===== src/hdl/http_response_header_parser_defines.svh =====
// Assertion helpers shared by the parser modules.
// Each module that asserts names its clock clk and its reset arst_n.
`ifndef HTTP_RESPONSE_HEADER_PARSER_DEFINES_SVH
`define HTTP_RESPONSE_HEADER_PARSER_DEFINES_SVH

// Checked only outside reset.
`define HRHP_ASSERT(lbl, prop, msg) \
	lbl: assert property (@(posedge clk) disable iff (!arst_n) prop) else $error(msg);

// Checked at every edge, reset included.
`define HRHP_ASSERT_ALWAYS(lbl, prop, msg) \
	lbl: assert property (@(posedge clk) prop) else $error(msg);

`endif


===== src/hdl/hrhp_pkg.sv =====
package hrhp_pkg;

	localparam int BYTE_W   = 8;
	localparam int CLASS_W  = 4;
	localparam int INDEX_W  = 8;
	localparam int DIGIT_W  = 4;
	localparam int STATUS_W = 16;
	localparam int LEN_W    = 12;
	localparam int ERR_W    = 4;
	localparam int PFX_LEN  = 5;

	// One request into the parser
	typedef struct packed {
		logic [BYTE_W-1:0] data_byte;
		logic              last_byte;
	} hrhp_req_t;

	// One result out of the parser
	typedef struct packed {
		logic [CLASS_W-1:0]  byte_class;
		logic [INDEX_W-1:0]  header_index;
		logic [DIGIT_W-1:0]  major_ver;
		logic [DIGIT_W-1:0]  minor_ver;
		logic [STATUS_W-1:0] status_code;
		logic [LEN_W-1:0]    name_length;
		logic [LEN_W-1:0]    value_length;
		logic                header_complete;
		logic                message_done;
		logic [ERR_W-1:0]    error_code;
	} hrhp_rsp_t;

	// Classified byte handed from the front to the back
	typedef struct packed {
		logic [DIGIT_W-1:0] dig_val;
		logic               last;
		logic               is_dig;
		logic               is_major;
		logic               is_cr;
		logic               is_lf;
		logic               is_colon;
		logic               is_space;
		logic               is_dot;
		logic [PFX_LEN-1:0] pfx_hit;
	} hrhp_cls_t;

	// "HTTP/" prefix, one entry per position
	localparam logic [BYTE_W-1:0] PREFIX [PFX_LEN] = '{8'h48, 8'h54, 8'h54, 8'h50, 8'h2F};

endpackage


===== src/hdl/hrhp_fifo.sv =====
`include "http_response_header_parser_defines.svh"

module hrhp_fifo #(
	parameter int WIDTH = 8,
	parameter int DEPTH = 2
) (
	input  logic             clk,
	input  logic             arst_n,
	input  logic             wr,
	input  logic [WIDTH-1:0] wr_data,
	input  logic             rd,
	output logic [WIDTH-1:0] rd_data,
	output logic             full,
	output logic             empty
);

	localparam int PTR_W = (DEPTH > 1) ? $clog2(DEPTH) : 1;
	localparam int CNT_W = $clog2(DEPTH + 1);

	logic [WIDTH-1:0] mem_q [DEPTH];
	logic [PTR_W-1:0] wr_ptr_q, rd_ptr_q;
	logic [CNT_W-1:0] count_q;

	assign full    = (count_q == CNT_W'(DEPTH));
	assign empty   = (count_q == '0);
	assign rd_data = mem_q[rd_ptr_q];

	// Storage, no reset needed
	always_ff @(posedge clk) begin
		if (wr) begin
			mem_q[wr_ptr_q] <= wr_data;
		end
	end

	// Pointers and fill count
	always_ff @(posedge clk or negedge arst_n) begin
		if (!arst_n) begin
			wr_ptr_q <= '0;
			rd_ptr_q <= '0;
			count_q  <= '0;
		end else begin
			if (wr) begin
				wr_ptr_q <= (wr_ptr_q == PTR_W'(DEPTH - 1)) ? '0 : wr_ptr_q + 1'b1;
			end
			if (rd) begin
				rd_ptr_q <= (rd_ptr_q == PTR_W'(DEPTH - 1)) ? '0 : rd_ptr_q + 1'b1;
			end
			if (wr && !rd) begin
				count_q <= count_q + 1'b1;
			end else if (rd && !wr) begin
				count_q <= count_q - 1'b1;
			end
		end
	end

	`HRHP_ASSERT(a_no_overflow, !(wr && full && !rd), "write into full queue")
	`HRHP_ASSERT(a_no_underflow, !(rd && empty), "read from empty queue")
	`HRHP_ASSERT_ALWAYS(a_count_range, !arst_n || count_q <= CNT_W'(DEPTH), "queue count out of range")

endmodule


===== src/hdl/hrhp_front.sv =====
module hrhp_front #(
	parameter int QUEUE_DEPTH = 4
) (
	input  logic                clk,
	input  logic                arst_n,
	input  logic                push,
	input  hrhp_pkg::hrhp_req_t req,
	output logic                full,
	input  logic                rd,
	output hrhp_pkg::hrhp_cls_t cls,
	output logic                empty
);

	import hrhp_pkg::*;

	hrhp_cls_t cls_d;
	logic [BYTE_W-1:0] b;

	assign b = req.data_byte;

	// Byte classification
	always_comb begin
		cls_d          = '0;
		cls_d.dig_val  = b[DIGIT_W-1:0];
		cls_d.last     = req.last_byte;
		cls_d.is_dig   = (b >= 8'h30) && (b <= 8'h39);
		cls_d.is_major = (b >= 8'h31) && (b <= 8'h39);
		cls_d.is_cr    = (b == 8'h0D);
		cls_d.is_lf    = (b == 8'h0A);
		cls_d.is_colon = (b == 8'h3A);
		cls_d.is_space = (b == 8'h20);
		cls_d.is_dot   = (b == 8'h2E);
		for (int i = 0; i < PFX_LEN; i++) begin
			cls_d.pfx_hit[i] = (b == PREFIX[i]);
		end
	end

	// Queue towards the parser
	hrhp_fifo #(
		.WIDTH ($bits(hrhp_cls_t)),
		.DEPTH (QUEUE_DEPTH)
	) u_queue (
		.clk     (clk),
		.arst_n  (arst_n),
		.wr      (push && !full),
		.wr_data (cls_d),
		.rd      (rd),
		.rd_data (cls),
		.full    (full),
		.empty   (empty)
	);

endmodule


===== src/hdl/hrhp_back.sv =====
`include "http_response_header_parser_defines.svh"

module hrhp_back #(
	parameter int LENGTH_BITS       = 12,
	parameter int HEADER_INDEX_BITS = 8,
	parameter int QUEUE_DEPTH       = 2
) (
	input  logic                clk,
	input  logic                arst_n,
	input  hrhp_pkg::hrhp_cls_t cls,
	input  logic                cls_empty,
	output logic                cls_rd,
	input  logic                pop,
	output hrhp_pkg::hrhp_rsp_t rsp,
	output logic                empty
);

	import hrhp_pkg::*;

	// Parser phases
	localparam logic [3:0] PH_VERSION = 4'd0;
	localparam logic [3:0] PH_GAP     = 4'd1;
	localparam logic [3:0] PH_CODE    = 4'd2;
	localparam logic [3:0] PH_REASON  = 4'd3;
	localparam logic [3:0] PH_LINE    = 4'd4;
	localparam logic [3:0] PH_NAME    = 4'd5;
	localparam logic [3:0] PH_SEP     = 4'd6;
	localparam logic [3:0] PH_VALUE   = 4'd7;
	localparam logic [3:0] PH_BODY    = 4'd8;
	localparam logic [3:0] PH_ERROR   = 4'd9;

	// Byte classes
	localparam logic [CLASS_W-1:0] CL_VERSION = 4'd0;
	localparam logic [CLASS_W-1:0] CL_GAP     = 4'd1;
	localparam logic [CLASS_W-1:0] CL_DIGIT   = 4'd2;
	localparam logic [CLASS_W-1:0] CL_REASON  = 4'd3;
	localparam logic [CLASS_W-1:0] CL_NAME    = 4'd4;
	localparam logic [CLASS_W-1:0] CL_SEP     = 4'd5;
	localparam logic [CLASS_W-1:0] CL_VALUE   = 4'd6;
	localparam logic [CLASS_W-1:0] CL_EOL     = 4'd7;
	localparam logic [CLASS_W-1:0] CL_BODY    = 4'd8;
	localparam logic [CLASS_W-1:0] CL_IGNORED = 4'd9;

	// Error codes
	localparam logic [ERR_W-1:0] E_NONE      = 4'd0;
	localparam logic [ERR_W-1:0] E_SHORT_VER = 4'd1;
	localparam logic [ERR_W-1:0] E_PREFIX    = 4'd2;
	localparam logic [ERR_W-1:0] E_MAJOR     = 4'd3;
	localparam logic [ERR_W-1:0] E_DOT       = 4'd4;
	localparam logic [ERR_W-1:0] E_MINOR     = 4'd5;
	localparam logic [ERR_W-1:0] E_NO_STATUS = 4'd6;
	localparam logic [ERR_W-1:0] E_HDR_SHORT = 4'd7;
	localparam logic [ERR_W-1:0] E_NO_COLON  = 4'd8;
	localparam logic [ERR_W-1:0] E_NO_VALUE  = 4'd9;
	localparam logic [ERR_W-1:0] E_TRUNC     = 4'd10;
	localparam logic [ERR_W-1:0] E_BLANK     = 4'd11;

	localparam logic [2:0] LINE_SAT = 3'd5;

	// Parser state
	logic [3:0]                   phase_q;
	logic [2:0]                   vpos_q;
	logic [STATUS_W-1:0]          code_q;
	logic [DIGIT_W-1:0]           major_q, minor_q;
	logic [HEADER_INDEX_BITS-1:0] hdr_q;
	logic [LENGTH_BITS-1:0]       name_q, value_q;
	logic [2:0]                   bsls_q;
	logic                         pcr_q;
	logic [ERR_W-1:0]             err_q;

	// Next values
	logic [3:0]                   phase_d;
	logic [2:0]                   vpos_d;
	logic [STATUS_W-1:0]          code_d;
	logic [DIGIT_W-1:0]           major_d, minor_d;
	logic [HEADER_INDEX_BITS-1:0] hdr_d;
	logic [LENGTH_BITS-1:0]       name_d, value_d;
	logic [2:0]                   bsls_d;
	logic                         pcr_d;
	logic [ERR_W-1:0]             err_d, err_fin, err_out, ver_err;
	logic [CLASS_W-1:0]           cl;
	logic                         hc, in_line;

	logic [LENGTH_BITS-1:0]       name_inc, value_inc;
	logic [2:0]                   bsls_inc;
	logic [STATUS_W+3:0]          code_mul;
	logic [STATUS_W-1:0]          code_add;

	logic out_full, fire;
	hrhp_rsp_t rsp_d;

	assign fire   = !cls_empty && !out_full;
	assign cls_rd = fire;

	// Saturating helpers
	assign name_inc  = (&name_q)  ? name_q  : name_q + 1'b1;
	assign value_inc = (&value_q) ? value_q : value_q + 1'b1;
	assign bsls_inc  = (bsls_q < LINE_SAT) ? bsls_q + 1'b1 : bsls_q;
	assign code_mul  = {code_q, 3'b000} + {3'b000, code_q, 1'b0} + (STATUS_W + 4)'(cls.dig_val);
	assign code_add  = (code_mul > (STATUS_W + 4)'({STATUS_W{1'b1}})) ?
		{STATUS_W{1'b1}} : code_mul[STATUS_W-1:0];

	// One parser step
	always_comb begin
		phase_d = phase_q;
		vpos_d  = vpos_q;
		code_d  = code_q;
		major_d = major_q;
		minor_d = minor_q;
		name_d  = name_q;
		value_d = value_q;
		bsls_d  = bsls_q;
		pcr_d   = pcr_q;
		err_d   = err_q;
		ver_err = E_NONE;
		cl      = CL_IGNORED;
		hc      = 1'b0;
		in_line = 1'b0;

		unique case (phase_q)
			PH_VERSION: begin
				cl = CL_VERSION;
				if (vpos_q < 3'(PFX_LEN)) begin
					if (!cls.pfx_hit[vpos_q]) ver_err = E_PREFIX;
				end else if (vpos_q == 3'd5) begin
					if (cls.is_major) major_d = cls.dig_val;
					else ver_err = E_MAJOR;
				end else if (vpos_q == 3'd6) begin
					if (!cls.is_dot) ver_err = E_DOT;
				end else begin
					if (cls.is_dig) minor_d = cls.dig_val;
					else ver_err = E_MINOR;
				end
				if (ver_err != E_NONE && err_q == E_NONE) err_d = ver_err;
				if (vpos_q == 3'd7) begin
					vpos_d  = '0;
					phase_d = (err_d != E_NONE) ? PH_ERROR : PH_GAP;
				end else begin
					vpos_d = vpos_q + 1'b1;
				end
			end
			PH_GAP: begin
				cl = CL_GAP;
				if (cls.is_dig) begin
					cl      = CL_DIGIT;
					code_d  = code_add;
					phase_d = PH_CODE;
				end
			end
			PH_CODE: begin
				if (cls.is_dig) begin
					cl     = CL_DIGIT;
					code_d = code_add;
				end else if (cls.is_lf) begin
					cl      = CL_EOL;
					phase_d = PH_LINE;
				end else begin
					cl      = CL_REASON;
					phase_d = PH_REASON;
				end
			end
			PH_REASON: begin
				if (cls.is_lf) begin
					cl      = CL_EOL;
					phase_d = PH_LINE;
				end else begin
					cl = CL_REASON;
				end
			end
			PH_LINE: begin
				if (pcr_q) begin
					pcr_d = 1'b0;
					if (cls.is_lf) begin
						cl      = CL_EOL;
						phase_d = PH_BODY;
					end else begin
						err_d   = E_BLANK;
						phase_d = PH_ERROR;
					end
				end else if (cls.is_cr) begin
					cl    = CL_EOL;
					pcr_d = 1'b1;
				end else if (cls.is_lf) begin
					if (cls.last) begin
						cl = CL_EOL;
					end else begin
						err_d   = E_BLANK;
						phase_d = PH_ERROR;
					end
				end else begin
					// First byte of a header line
					in_line = 1'b1;
					value_d = '0;
					bsls_d  = 3'd1;
					if (cls.is_colon) begin
						cl      = CL_SEP;
						name_d  = '0;
						phase_d = PH_SEP;
					end else begin
						cl      = CL_NAME;
						name_d  = LENGTH_BITS'(1);
						phase_d = PH_NAME;
					end
				end
			end
			PH_NAME: begin
				in_line = 1'b1;
				bsls_d  = bsls_inc;
				if (cls.is_colon) begin
					cl      = CL_SEP;
					phase_d = PH_SEP;
				end else begin
					cl     = CL_NAME;
					name_d = name_inc;
				end
			end
			PH_SEP, PH_VALUE: begin
				in_line = 1'b1;
				bsls_d  = bsls_inc;
				if (phase_q == PH_SEP && cls.is_space) begin
					cl = CL_SEP;
				end else if (phase_q == PH_VALUE && pcr_q) begin
					pcr_d = 1'b0;
					if (cls.is_lf) begin
						cl      = CL_EOL;
						hc      = 1'b1;
						phase_d = PH_LINE;
					end else begin
						err_d   = E_BLANK;
						phase_d = PH_ERROR;
					end
				end else begin
					// Value byte or line end
					phase_d = PH_VALUE;
					if (cls.is_cr) begin
						cl    = CL_EOL;
						pcr_d = 1'b1;
					end else if (cls.is_lf) begin
						cl      = CL_EOL;
						hc      = 1'b1;
						phase_d = PH_LINE;
					end else begin
						cl      = CL_VALUE;
						value_d = value_inc;
					end
				end
			end
			PH_BODY: begin
				cl = CL_BODY;
			end
			default: begin
				cl = CL_IGNORED;
			end
		endcase

		hdr_d = (hc && !(&hdr_q)) ? hdr_q + 1'b1 : hdr_q;

		// Final error when the message ends here
		err_fin = err_d;
		if (cls.last) begin
			if (phase_d == PH_VERSION) begin
				err_fin = E_SHORT_VER;
			end else if (in_line && bsls_d < LINE_SAT) begin
				err_fin = E_HDR_SHORT;
			end else if (err_d == E_NONE) begin
				case (phase_d)
					PH_GAP, PH_CODE, PH_REASON: err_fin = E_NO_STATUS;
					PH_NAME:                    err_fin = E_NO_COLON;
					PH_SEP:                     err_fin = E_NO_VALUE;
					PH_VALUE, PH_LINE:          err_fin = E_TRUNC;
					default:                    err_fin = err_d;
				endcase
			end
		end
		err_out = (phase_d == PH_VERSION && !cls.last) ? E_NONE : err_fin;
	end

	// Result assembly
	always_comb begin
		rsp_d                 = '0;
		rsp_d.byte_class      = cl;
		rsp_d.header_index    = INDEX_W'(hdr_q);
		rsp_d.major_ver       = major_d;
		rsp_d.minor_ver       = minor_d;
		rsp_d.status_code     = code_d;
		rsp_d.name_length     = LEN_W'(name_d);
		rsp_d.value_length    = LEN_W'(value_d);
		rsp_d.header_complete = hc;
		rsp_d.message_done    = cls.last;
		rsp_d.error_code      = err_out;
	end

	// State update; the last byte returns the parser to reset
	always_ff @(posedge clk or negedge arst_n) begin
		if (!arst_n) begin
			phase_q <= PH_VERSION;
			vpos_q  <= '0;
			code_q  <= '0;
			major_q <= '0;
			minor_q <= '0;
			hdr_q   <= '0;
			name_q  <= '0;
			value_q <= '0;
			bsls_q  <= '0;
			pcr_q   <= 1'b0;
			err_q   <= E_NONE;
		end else if (fire) begin
			if (cls.last) begin
				phase_q <= PH_VERSION;
				vpos_q  <= '0;
				code_q  <= '0;
				major_q <= '0;
				minor_q <= '0;
				hdr_q   <= '0;
				name_q  <= '0;
				value_q <= '0;
				bsls_q  <= '0;
				pcr_q   <= 1'b0;
				err_q   <= E_NONE;
			end else begin
				phase_q <= phase_d;
				vpos_q  <= vpos_d;
				code_q  <= code_d;
				major_q <= major_d;
				minor_q <= minor_d;
				hdr_q   <= hdr_d;
				name_q  <= name_d;
				value_q <= value_d;
				bsls_q  <= bsls_d;
				pcr_q   <= pcr_d;
				err_q   <= err_d;
			end
		end
	end

	// Result queue
	hrhp_fifo #(
		.WIDTH ($bits(hrhp_rsp_t)),
		.DEPTH (QUEUE_DEPTH)
	) u_result_queue (
		.clk     (clk),
		.arst_n  (arst_n),
		.wr      (fire),
		.wr_data (rsp_d),
		.rd      (pop && !empty),
		.rd_data (rsp),
		.full    (out_full),
		.empty   (empty)
	);

	`HRHP_ASSERT(a_last_resets, fire && cls.last |=> phase_q == PH_VERSION && err_q == E_NONE, "not reset")
	`HRHP_ASSERT(a_error_held, phase_q == PH_ERROR |-> err_q != E_NONE, "error phase without code")
	`HRHP_ASSERT(a_vpos_phase, vpos_q != '0 |-> phase_q == PH_VERSION, "stray version position")

endmodule


===== src/hdl/http_response_header_parser.sv =====
// A byte goes through the request queue and the parser into the result queue (empty low).
// Throughput: one byte per clock while results are popped; the parser step is combinational.
// A four-entry queue sits between classifier and parser, a two-entry queue holds results.
// Reset (arst_n low, asynchronous): both queues empty, parser in the version phase.
// The parser also returns to its reset state after each byte marked last_byte.
module http_response_header_parser #(
	parameter int LENGTH_BITS       = 12,
	parameter int HEADER_INDEX_BITS = 8
) (
	input  logic                clk,
	input  logic                arst_n,
	input  logic                push,
	output logic                full,
	input  hrhp_pkg::hrhp_req_t req,
	output logic                empty,
	input  logic                pop,
	output hrhp_pkg::hrhp_rsp_t rsp
);

	import hrhp_pkg::*;

	hrhp_cls_t cls;
	logic      cls_empty, cls_rd;

	// Classifier and request queue
	hrhp_front #(
		.QUEUE_DEPTH (4)
	) u_front (
		.clk    (clk),
		.arst_n (arst_n),
		.push   (push),
		.req    (req),
		.full   (full),
		.rd     (cls_rd),
		.cls    (cls),
		.empty  (cls_empty)
	);

	// Parser and result queue
	hrhp_back #(
		.LENGTH_BITS       (LENGTH_BITS),
		.HEADER_INDEX_BITS (HEADER_INDEX_BITS),
		.QUEUE_DEPTH       (2)
	) u_back (
		.clk       (clk),
		.arst_n    (arst_n),
		.cls       (cls),
		.cls_empty (cls_empty),
		.cls_rd    (cls_rd),
		.pop       (pop),
		.rsp       (rsp),
		.empty     (empty)
	);

endmodule


===== config.mk =====
export PLATFORM = sky130hd
export DESIGN_NAME = http_response_header_parser
export DESIGN_NICKNAME = d
export VERILOG_FILES = /design/src/hdl/hrhp_pkg.sv /design/src/hdl/hrhp_fifo.sv /design/src/hdl/hrhp_front.sv /design/src/hdl/hrhp_back.sv /design/src/hdl/http_response_header_parser.sv
export VERILOG_INCLUDE_DIRS = /design/src /design/src/hdl
export SDC_FILE = /design/constraint.sdc
export NUM_CORES = 1
export LEC_CHECK = 0
export BUFFER_PORTS_ARGS = -buffer_cell sky130_fd_sc_hd__buf_4
export CORE_MARGIN = 2
export CORE_UTILIZATION = 45
export DETAILED_ROUTE_END_ITERATION = 8
export HOLD_SLACK_MARGIN = 0.02
export PLACE_DENSITY = 0.68
export SLEW_MARGIN = 40
export SYNTH_ARGS = -nofsm -noshare
export SYNTH_HDL_FRONTEND = slang
export SYNTH_SLANG_ARGS = --single-unit

===== constraint.sdc =====
create_clock -name clk -period 4.7 [get_ports clk]
set_input_delay 0.47 -clock clk [delete_from_list [all_inputs] [get_ports clk]]
set_output_delay 0.47 -clock clk [all_outputs]
set_load 0.05 [all_outputs]

== Yosys cells after proc, flatten, opt, wreduce, memory -nomap -nowiden ==
Memory sizes are Yosys's and may differ from the RTL's.
Cells that the tools add are included.

* Output and inout bits: 68
* Flip-flop bits (word level): 82
* Word-level logic and storage cells: 256
* Memory bits (writable): 200
* Bits of input ports: 13
* Memories kept: 2

* Order comparisons: 8
* Equal/unequal tests: 33
* Mux-type cells: 133
* Reduce and logical (&&, ||, !) cells: 48
* Add/sub/neg operators: 15

{| class="wikitable"
|+ Memory list
! name !! depth !! width !! rd ports !! clocked after Yosys merged registers in !! wr ports !! RTL line !! RTL
|-
| u_back.u_result_queue.mem_q || 2 || 66 || 1 || 0 || 1 || hrhp_fifo.sv:20 || <nowiki>logic [WIDTH-1:0] mem_q [DEPTH];</nowiki>
|-
| u_front.u_queue.mem_q || 4 || 17 || 1 || 0 || 1 || hrhp_fifo.sv:20 ||
|}

{| class="wikitable"
|+ Operators by type and width
! kind !! count
|-
| $mux 4 || 54
|-
| $mux 12 || 15
|-
| $mux 16 || 4
|-
| $pmux 12 s2 || 2
|-
| $mux 3 || 14
|-
| $eq 4x3->1 const B || 8
|-
| $eq 8x6->1 const B || 4
|-
| $pmux 4 s8 || 1
|-
| $pmux 4 s7 || 1
|-
| $mux 1 || 25
|-
| $add 12x1->12 const B || 2
|-
| $eq 8x7->1 const B || 3
|-
| $reduce_and 12->1 || 2
|-
| $add 19x17->20 || 1
|-
| $add 20x4->20 || 1
|-
| $gt 20x16->1 const B || 1
|-
| $mux 2 || 9
|-
| $eq 4x2->1 const B || 4
|-
| $eq 8x4->1 const B || 2
|-
| $ge 8x6->1 const B || 2
|-
| $logic_not 4->1 || 4
|-
| $mux 8 || 2
|-
| $pmux 4 s4 || 1
|-
| $logic_and 1x1->1 || 15
|-
| other kinds (30) || 60
|}

== Logic depth before layout (Yosys ltp) ==
Gate-level depths: netlist of the first run.
An unclocked memory read counts as a cell.

* Depth after elaboration: 22
* Gate-level depth with buffers: 17
* Mapped depth without buffers: 13

== By module ==
A second synthesis of the first run with hierarchy kept.

* Cells, all modules: 1078
* Area total of the unflattened synthesis: 14158.6 um^2

{| class="wikitable"
|+ Modules (own cells, without submodules)
! module !! sequential area each (um^2) !! area an instance (um^2) !! instances !! cells each
|-
| hrhp_back || 1776.7 || 6004.5 || 1 || 707
|-
| hrhp_fifo at u_back.u_result_queue || 4063.9 || 5062.4 || 1 || 221
|-
| hrhp_fifo at u_front.u_queue || 2217.1 || 2910.3 || 1 || 126
|-
| hrhp_front || 0.0 || 181.4 || 1 || 24
|}

== Worst setup path after synthesis of the first run ==
OpenSTA, ideal clock, no wires.

* Path kind: register -> register
* Start point: reg u_front.u_queue.rd_ptr_q[0]
* End point: mem u_back.u_result_queue.mem_q[0][37] in the netlist's numbering, data pin
* Setup time: 0.157 ns
* Clock period less this slack: 4.403 ns
* Stages on the path, launching flop included: 17
* Required time: 4.543 ns
* Path buffers: 4
* Setup slack: 0.297 ns
* Arrival: 4.245 ns
* Cell sequence: dfrtp_1 -> buf_2 -> buf_4 -> buf_2 -> mux4_2 -> fa_1 -> inv_1 -> fa_1 -> nor2b_1 -> o31a_1 -> o211ai_1 -> nand2_1 -> a21oi_1 -> o311ai_1 -> clkbuf_1 -> nor4_1 -> a21oi_1

* Word-level cells in the longest chain between the ends: 6

{| class="wikitable"
|+ RTL lines
! what !! RTL line !! RTL
|-
| start: declaration || hrhp_fifo.sv:21 || <nowiki>logic [PTR_W-1:0] wr_ptr_q, rd_ptr_q;</nowiki>
|-
| start signal: assignment || hrhp_fifo.sv:46 || <nowiki>rd_ptr_q <= (rd_ptr_q == PTR_W'(DEPTH - 1)) ? '0 : rd_ptr_q + 1'b1;</nowiki>
|-
| $mem_v2 4x17 (*) || -- ||
|-
| $add 20x4->20 || hrhp_back.sv:99 || <nowiki>assign code_mul = {code_q, 3'b000} + {3'b000, code_q, 1'b0} + (STATUS_W + 4)'(cls.dig_val);</nowiki>
|-
| $gt 20x16->1 || hrhp_back.sv:100 || <nowiki>assign code_add = (code_mul > (STATUS_W + 4)'({STATUS_W{1'b1}})) ?</nowiki>
|-
| $mux 16 || hrhp_back.sv:100 ||
|-
| $mux 16 (*) || hrhp_back.sv:144, hrhp_back.sv:151 ||
|-
| $mux 16 (*) || -- ||
|-
| named net u_back.code_d[7] || hrhp_back.sv:74 || <nowiki>logic [STATUS_W-1:0] code_d;</nowiki>
|-
| end: declaration || hrhp_fifo.sv:20 ||
|}

The timed path passes the listed nets; every way through them passes the cells marked *.

== Worst setup path after layout of the first run ==
* Start point: reg u_front.u_queue.rd_ptr_q[0]
* End point: mem u_back.u_result_queue.mem_q[0][35] in the netlist's numbering, data pin

The elaborated chain is that of the path after synthesis.

==> results.md, run 1 <==
- DIE AREA: 31800 um2
- Initial antenna violation count: 0
- Skew final: 0.0106 ns
- Vert. Die Dim: 178 um
- Proportion of layout cells with a drive suffix above 1: 21.3%
- Outcome: complete, no violations
- Leakage power: 6.14 nW
- Finished Layout Cells: 1583
- Rel. slew slack: 44.3%
- Drt pass-1 iters: 5
- CP Class: reg2reg
- Worst hold slack: 0.138 ns
- Critical Path Sink Type: flip-flop
- Area leader, netlist: edfxtp_1
- Cells after synthesis: 1094
- EDFF count, synth: 196
- Final core utilization: 52.6%
- Placement-stage cell area: 14700 um2
- Peak supply drop: 0.403 mV
- First-pass GRT wire length: 46.8 mm
- Cts bufs inserted: 29
- Startpoint Class: flip-flop
- Post-synth ARST share: 29.5%
- Total power: 10.8 mW
- Mapped Area: 13700 um2
- Max Root-Sink Buffers: 3
- Final setup violation count: 0
- Cells on worst reg2reg path: 12
- Hold Crit Depth: 1
- Required @ worst endpoint: 4.97 ns
- Die X: 178 um
- Final worst-path cycle share: 91.8%
- # DRC: 0
- Initial Util: 45.9%
- Crit-path max FO: 9
- Port Buf Inserts: 80
- Total gr overflow: 0
- Core Area: 29800 um2
- Number of distinct library cells after synthesis: 75
- Placed Cells incl. Taps: 1529
- Total number of vias: 9236
- Finished Cell Area: 15700 um2
- Share of the synthesized area in the top cell type: 43.0%
- Critical path arrival: 4.59 ns
- Worst skew pair latency: 0.54 ns
- Root Driver: clkbuf_16
- Measured slew at the worst slew-check pin: 0.835 ns
- Vias in the first global route: 8940
- Routability-driven placement congestion ratio: 0.893
- Initial DRC Count: 731
- Routed len/inst: 18.5 um
- Rows: 63
- Most common cell in the netlist: edfxtp_1
- Syn avg cell area: 12.5 um2
- Worst setup margin: 0.384 ns
- Min-Delay Path Class: in2reg
- Pins over their slew limit: 0
- Commonest register cell after synthesis: edfxtp_1
- Area grow syn2layout: 14.6%
- Hpwl dp: 19.4 mm
- Post-synthesis sequential area ratio: 58.0%
- Max-Cap Viols: 0
- RSZ-0062 raised after global routing: false
- Post-route ant nets: 0
- Dpl ws: 0.309 ns
- Layout Nets: 1233
- Largest net degree at the start of global routing: 48
- CTS clk-pin slew, worst paths: 0.06 ns
- CTS H-Tree Depth: 1
- Ports: 81
- Total negative slack: 0 ns
- Vias/cell: 5.83
- # clock sinks: 278
- Pwr Density: 691 nW/um2
- Antenna Diode Count: 0
- Fin crit period: 4.32 ns
- Warnings from Yosys: 0
- Area contributors post-synth: edfxtp_1 (43%), dfrtp_1 (15%), mux2_2 (6.3%), ha_1 (4.2%), o21ai_0 (2.7%)
- Total wire length: 29.3 mm
- Most common library cells after synthesis: edfxtp_1 (196), dfrtp_1 (82), nor2_1 (81)
- Post-Syn Nets: 1156
- Endpoints failing hold: 0
- Postcts setup bufs: 0
- Yosys reg bits: 278
- CTS tree: yes
- Total GRT Usage: 18.5%
- Maximum clock frequency: 232 MHz
[cells by family after synthesis]
logic type	count (synthesis)	synth area share, %
xor gates and xnor gates	21	1.34
adders and majority gates	49	4.64
AOI/OAI and AO/OA	260	12.8
DFF	278	58.0
muxes	103	9.51
buffers and inverters	79	2.33
and+or+nand+nor	304	11.3
[cells in the final DEF (no fill, tap or decap), types with 8 or more instances in the layout]
cell,n
nor2_1,79
nor4_1,15
a21oi_1,43
nand2b_1,8
mux2_2,77
o21ai_0,72
o2bb2ai_1,15
a22o_1,39
nor2b_1,8
nor3_1,22
ha_1,46
xor2_1,10
a31oi_1,13
dfrtp_1,81
and3_1,12
nand4_1,14
xnor2_1,11
inv_1,27
nand2_1,70
clkbuf_16,29
buf_4,95
mux4_2,14
mux2i_1,12
edfxtp_1,196
nand3_1,19
[routing by layer]
| layer | share of wire, % | GRT usage [%] | wire [um] | up-vias |
|---|---|---|---|---|
| li1 | - | - | - | 4388 |
| met1 | 46 | 25.9 | 13300 | 4512 |
| met2 | 46 | 29.6 | 13600 | 285 |
| met3 | 5.6 | 3.01 | 1630 | 51 |
| met4 | 2.4 | 5.62 | 717 | 0 |
| met5 | 0 | 0 | 0 | - |
[power breakdown]
group          switching [mW]  internal, mW  leakage, nW  total (mW)
Clock                   0.921          1.31        0.457        2.23
Combinational            3.25          1.50         2.71        4.75
Sequential              0.299          3.56         2.97        3.86
Total                    4.47          6.37         6.14        10.8
[timing repair]
action / in CTS / in global routing
hold buffers: 1 / 0
resized for setup: 0 / 1
endpoints found under the setup margin: 0 / 6
endpoints found under the hold margin: 39 / 0
[worst paths after layout]
path | slack, ns | end | start
max | 0.38 | u_back.u_result_queue.mem_q[0][35] | u_front.u_queue.rd_ptr_q[0]
min | 0.14 | u_front.u_queue.mem_q[2][12] | req[0]
max reg2reg | 0.38 | u_back.u_result_queue.mem_q[0][35] | u_front.u_queue.rd_ptr_q[0]
min reg2reg | 0.50 | u_back.minor_q[1] | u_back.minor_q[1]
max in group asynchronous | 3.18 | u_back.name_q[9] | arst_n
min in group asynchronous | 0.45 | u_front.u_queue.wr_ptr_q[0] | arst_n
[layout make-up]
class                           count  area (um2)
Fill cell                        2537       14100
Sequential cell                   278        7940
Multi-Input combinational cell    737        5480
Clock buffer                       35         758
Timing Repair Buffer               97         743
Tap cell                          390         488
Clock inverter                     18         176
Inverter                           28         105
[critical path, cell delays in order, from the launching register on]
cell      delay (ns)
dfrtp_1         0.47
mux4_2          0.59
fa_1            0.48
ha_1            0.30
a21oi_1         0.08
o211ai_1        0.26
o21ai_0         0.20
o21ai_1         0.28
nor4b_1         0.30
a21oi_1         0.30
buf_4           0.27
nor4_1          0.39
a21oi_1         0.14
[sequential cells by signal, summed over array words and instances (netlist names)]
| name | flops |
|---|---|
| u_back.code_q | 16 |
| u_back.bsls_q | 3 |
| u_back.major_q | 4 |
| u_back.u_result_queue.rd_ptr_q | 1 |
| u_back.value_q | 12 |
| u_back.phase_q | 4 |
| u_front.u_queue.mem_q | 64 |
| u_back.hdr_q | 8 |
| u_back.pcr_q | 1 |
| u_back.u_result_queue.mem_q | 132 |
| u_front.u_queue.count_q | 3 |
| u_back.err_q | 4 |
| u_back.u_result_queue.wr_ptr_q | 1 |
| u_back.vpos_q | 3 |
| u_front.u_queue.rd_ptr_q | 2 |
| u_back.u_result_queue.count_q | 2 |
| u_back.name_q | 12 |
| u_front.u_queue.wr_ptr_q | 2 |
| u_back.minor_q | 4 |
Power figures use the tool's default switching activity.
==> run 2: changes to the inputs <==
--- a/config.mk
+++ b/config.mk
@@ -6,6 +6,7 @@
 export SDC_FILE = /design/constraint.sdc
 export NUM_CORES = 1
 export LEC_CHECK = 0
+export ABC_AREA = 1
 export BUFFER_PORTS_ARGS = -buffer_cell sky130_fd_sc_hd__buf_4
 export CORE_MARGIN = 2
 export CORE_UTILIZATION = 45
==> results.md, run 2 <==
- Outcome: complete, no violations
- Largest family of logic cells by synthesized area: simple AND/OR/NAND/NOR gates
- Finished Layout Cells: 2101 (+33%)
- CTS clk-pin slew, worst paths: 0.06 ns (about the same)
- Share of the synthesized area in the top cell type: 40.6% (-2.4 points)
- Ports: 81 (unchanged)
- CTS tree: yes
- Pins over their slew limit: 0 (unchanged)
- Largest net degree at the start of global routing: 68 (+42%)
- Crit-path most repeated cell: nand2_1
- CP Class: reg2reg
- Hpwl dp: 21.8 mm (+12%)
- Worst R2R End: u_back.u_result_queue.mem_q[0][35]
- Simple logic cell fraction of the synthesized area: 25.4% (+14 points)
- Rel. slew slack: 46.7% (+2.3 points)
- Post-synthesis xor/xnor area fraction: 0.968% (-0.38 points)
- Area leader, netlist: edfxtp_1
- Worst skew pair latency: 0.54 ns (about the same)
- Number of distinct library cells after synthesis: 60 (-20%)
- Warnings from Yosys: 0 (unchanged)
- Port Buf Inserts: 80 (unchanged)
- Registers with the most flip-flops: u_back.u_result_queue.mem_q: 132 flops, u_front.u_queue.mem_q: 64 flops, u_back.code_q: 16 flops
- Critical path's largest stage delay: 0.56 ns (-0.03 ns)
- First-pass GRT wire length: 53.2 mm (+14%)
- Post-synth ARST share: 29.5% (unchanged)
- Core Area: 31600 um2 (+6.2%)
- Cells after synthesis: 1600 (+46%)
- Measured slew at the worst slew-check pin: 0.800 ns (-0.0347 ns)
- Most common cell in the netlist: nand2_1
- Total negative slack: 0 ns (unchanged)
- Most common library cells after synthesis: nand2_1 (530), edfxtp_1 (196), inv_1 (158)
- Mapped Area: 14500 um2 (+5.8%)
- Placement-stage cell area: 15500 um2 (+5.2%)
- Endpoints failing hold: 0 (unchanged)
- R2R setup slack: 0.61 ns (+0.23 ns)
- Vert. Die Dim: 183 um (+2.8%)
- Max Root-Sink Buffers: 3 (unchanged)
- Critical Path Sink Type: flip-flop
- Startpoint Class: flip-flop
- Vias/cell: 5.21 (-11%)
- Total number of vias: 10900 (+19%)
- Hold Crit Depth: 1 (unchanged)
- Drt pass-1 iters: 5 (unchanged)
- Post-route ant nets: 0 (unchanged)
- DIE AREA: 33600 um2 (+5.7%)
- Critical path arrival: 4.39 ns (-0.20 ns)
- Commonest non-fill, non-tap cell in the layout: nand2_1
- RR Startpoint: u_front.u_queue.rd_ptr_q[1]
- RSZ-0062 raised after global routing: false
- Yosys reg bits: 278 (unchanged)
- Post-synthesis sequential area ratio: 54.8% (-3.2 points)
- CTS H-Tree Depth: 1 (unchanged)
- Finished Cell Area: 16500 um2 (+4.9%)
- Maximum clock frequency: 245 MHz (+5.6%)
- # DRC: 0 (unchanged)
- Cells on worst reg2reg path: 17 (+5)
- Final setup violation count: 0 (unchanged)
- Proportion of layout cells with a drive suffix above 1: 14.8% (-6.5 points)
- Final worst-path cycle share: 86.9% (-4.9 points)
- Rows: 65 (+3.2%)
- Crit-path slowest cell: fa_1
- Register with the most flip-flops: u_back.u_result_queue.mem_q
- Mux cell area share after synthesis: 0.0778% (-9.4 points)
- Commonest register cell after synthesis: edfxtp_1
- Fin crit period: 4.09 ns (-0.230 ns)
- Initial antenna violation count: 0 (unchanged)
- Total gr overflow: 0 (unchanged)
- Cts bufs inserted: 28 (-3.4%)
- Required @ worst endpoint: 5.00 ns (+0.03 ns)
- Placed Cells incl. Taps: 2049 (+34%)
- Worst Hold Launch: req[0]
- Area contributors post-synth: edfxtp_1 (41%), dfrtp_1 (14%), nand2_1 (14%), inv_1 (4.1%), ha_1 (4.0%)
- Routed len/inst: 15.4 um (-17%)
- Antenna Diode Count: 0 (unchanged)
- EDFF count, synth: 196 (unchanged)
- Root Driver: clkbuf_16
- Vias in the first global route: 10500 (+17%)
- Skew final: 0.00987 ns (-0.000716 ns)
- Initial DRC Count: 987 (+35%)
- CP delay by family, top: compound AO/OA/AOI/OAI gates
- Area grow syn2layout: 13.6%
- Initial Util: 45.8% (-0.17 points)
- Die X: 183 um (+2.8%)
- Layout Nets: 1740 (+41%)
- Adder-cell share of the synthesized area: 4.39% (-0.25 points)
- Max-Cap Viols: 0 (unchanged)
- Post-Syn Nets: 1662 (+44%)
- Hold path endpoint: u_front.u_queue.mem_q[1][12]
- Min-Delay Path Class: in2reg
- Crit path buf inv count: 3 (+2)
- CTS-repair resized insts: 0 (unchanged)
- Most frequent cells in the layout: nand2_1 (530), edfxtp_1 (196), inv_1 (156)
- # clock sinks: 278 (unchanged)
- Total wire length: 32.4 mm (+11%)
- Crit path from: u_front.u_queue.rd_ptr_q[1]
- Total GRT Usage: 19.5% (+1.0 points)
- Routability-driven placement congestion ratio: 0.851 (-4.7%)
- Crit-path max FO: 23 (+14)
- Compound-Gate Fraction of Synth Area: 7.90% (-4.9 points)
- Crit path cell chain: inv_2 -> a32oi_1 -> fa_1 -> inv_1 -> fa_1 -> o21ai_2 -> nand2_1 -> nand2_1 -> a21oi_2 -> o21ai_2 -> nand2_1 -> nand2_1 -> nand2_1 -> a21oi_4 -> nand3b_1 -> nand2_1 -> inv_1
- Max FFs per register: 132 (unchanged)
- Syn avg cell area: 9.05 um2 (-28%)
- Final core utilization: 52.0% (-0.63 points)
run 2: cell types whose count changed after synthesis, sizes merged, moves of 14 or more:
cell     delta
a22o       -38
inv       +148
mux2       -76
mux4       -14
nand2     +481
nand3      +89
nor2       +24
o22ai      +20
o2bb2ai    -15
or2        +16
run 2: worst max-delay path by stage:
| stage | end | depth (start not counted) |
|---|---|---|
| 2_1_floorplan | u_back.u_result_queue.mem_q[0][0] | 5 |
| 3_3_place_gp | u_back.u_result_queue.mem_q[0][35] | 17 |
| 3_5_place_dp | u_back.u_result_queue.mem_q[0][35] | 17 |
| 4_1_cts | u_back.u_result_queue.mem_q[0][36] | 17 |
| 5_1_grt | u_back.u_result_queue.mem_q[0][35] | 17 |
| 6_report | u_back.u_result_queue.mem_q[0][35] | 17 |
run 2: metal layers:
metal / vias to the layer above / GRT usage, % / share of wire [%]
met2: 226 / 32.4 / 46
li1: 5487 / - / -
met4: 0 / 5.82 / 2.5
met1: 5179 / 26.8 / 47
met3: 57 / 2.32 / 4.5
met5: - / 0 / 0
run 2: kinds of logic (layout without fill, tap and decap cells):
| group | count (synthesis) | in the layout |
|---|---|---|
| muxes | 1 | 1 |
| and+or+nand+nor | 839 | 839 |
| xor gates and xnor gates | 16 | 16 |
| adders and majority gates | 49 | 49 |
| AOI/OAI and AO/OA | 192 | 192 |
| buffers and inverters | 225 | 324 |
| DFF | 278 | 278 |
run 2: what timing repair did:
action	4_1_cts	5_1_grt
endpoints found under the hold margin	36	0
hold buffers	1	0
setup buffers	0	0
run 2: layout make-up:
cell class                 count  area [um2]
inverter                     177         669
fill                        2838       15200
sequential                   278        7940
timing repair buffer          96         727
clock inverter                10         126
tap                          402         503
clock buffer                  41         801
multi-input combinational   1097        5690
run 2: metrics by stage:
step                hold WS (ns)  setup WS (ns)
floorplan                  0.174          0.409
global placement           0.464          0.715
detailed placement         0.474          0.598
CTS                        0.115          0.606
global route               0.117          0.197
finish                     0.132          0.614
Power of run 2 is left out: the tool's default activity adds up to more than one toggle a clock period on the data nets, which glitch-free logic cannot reach.
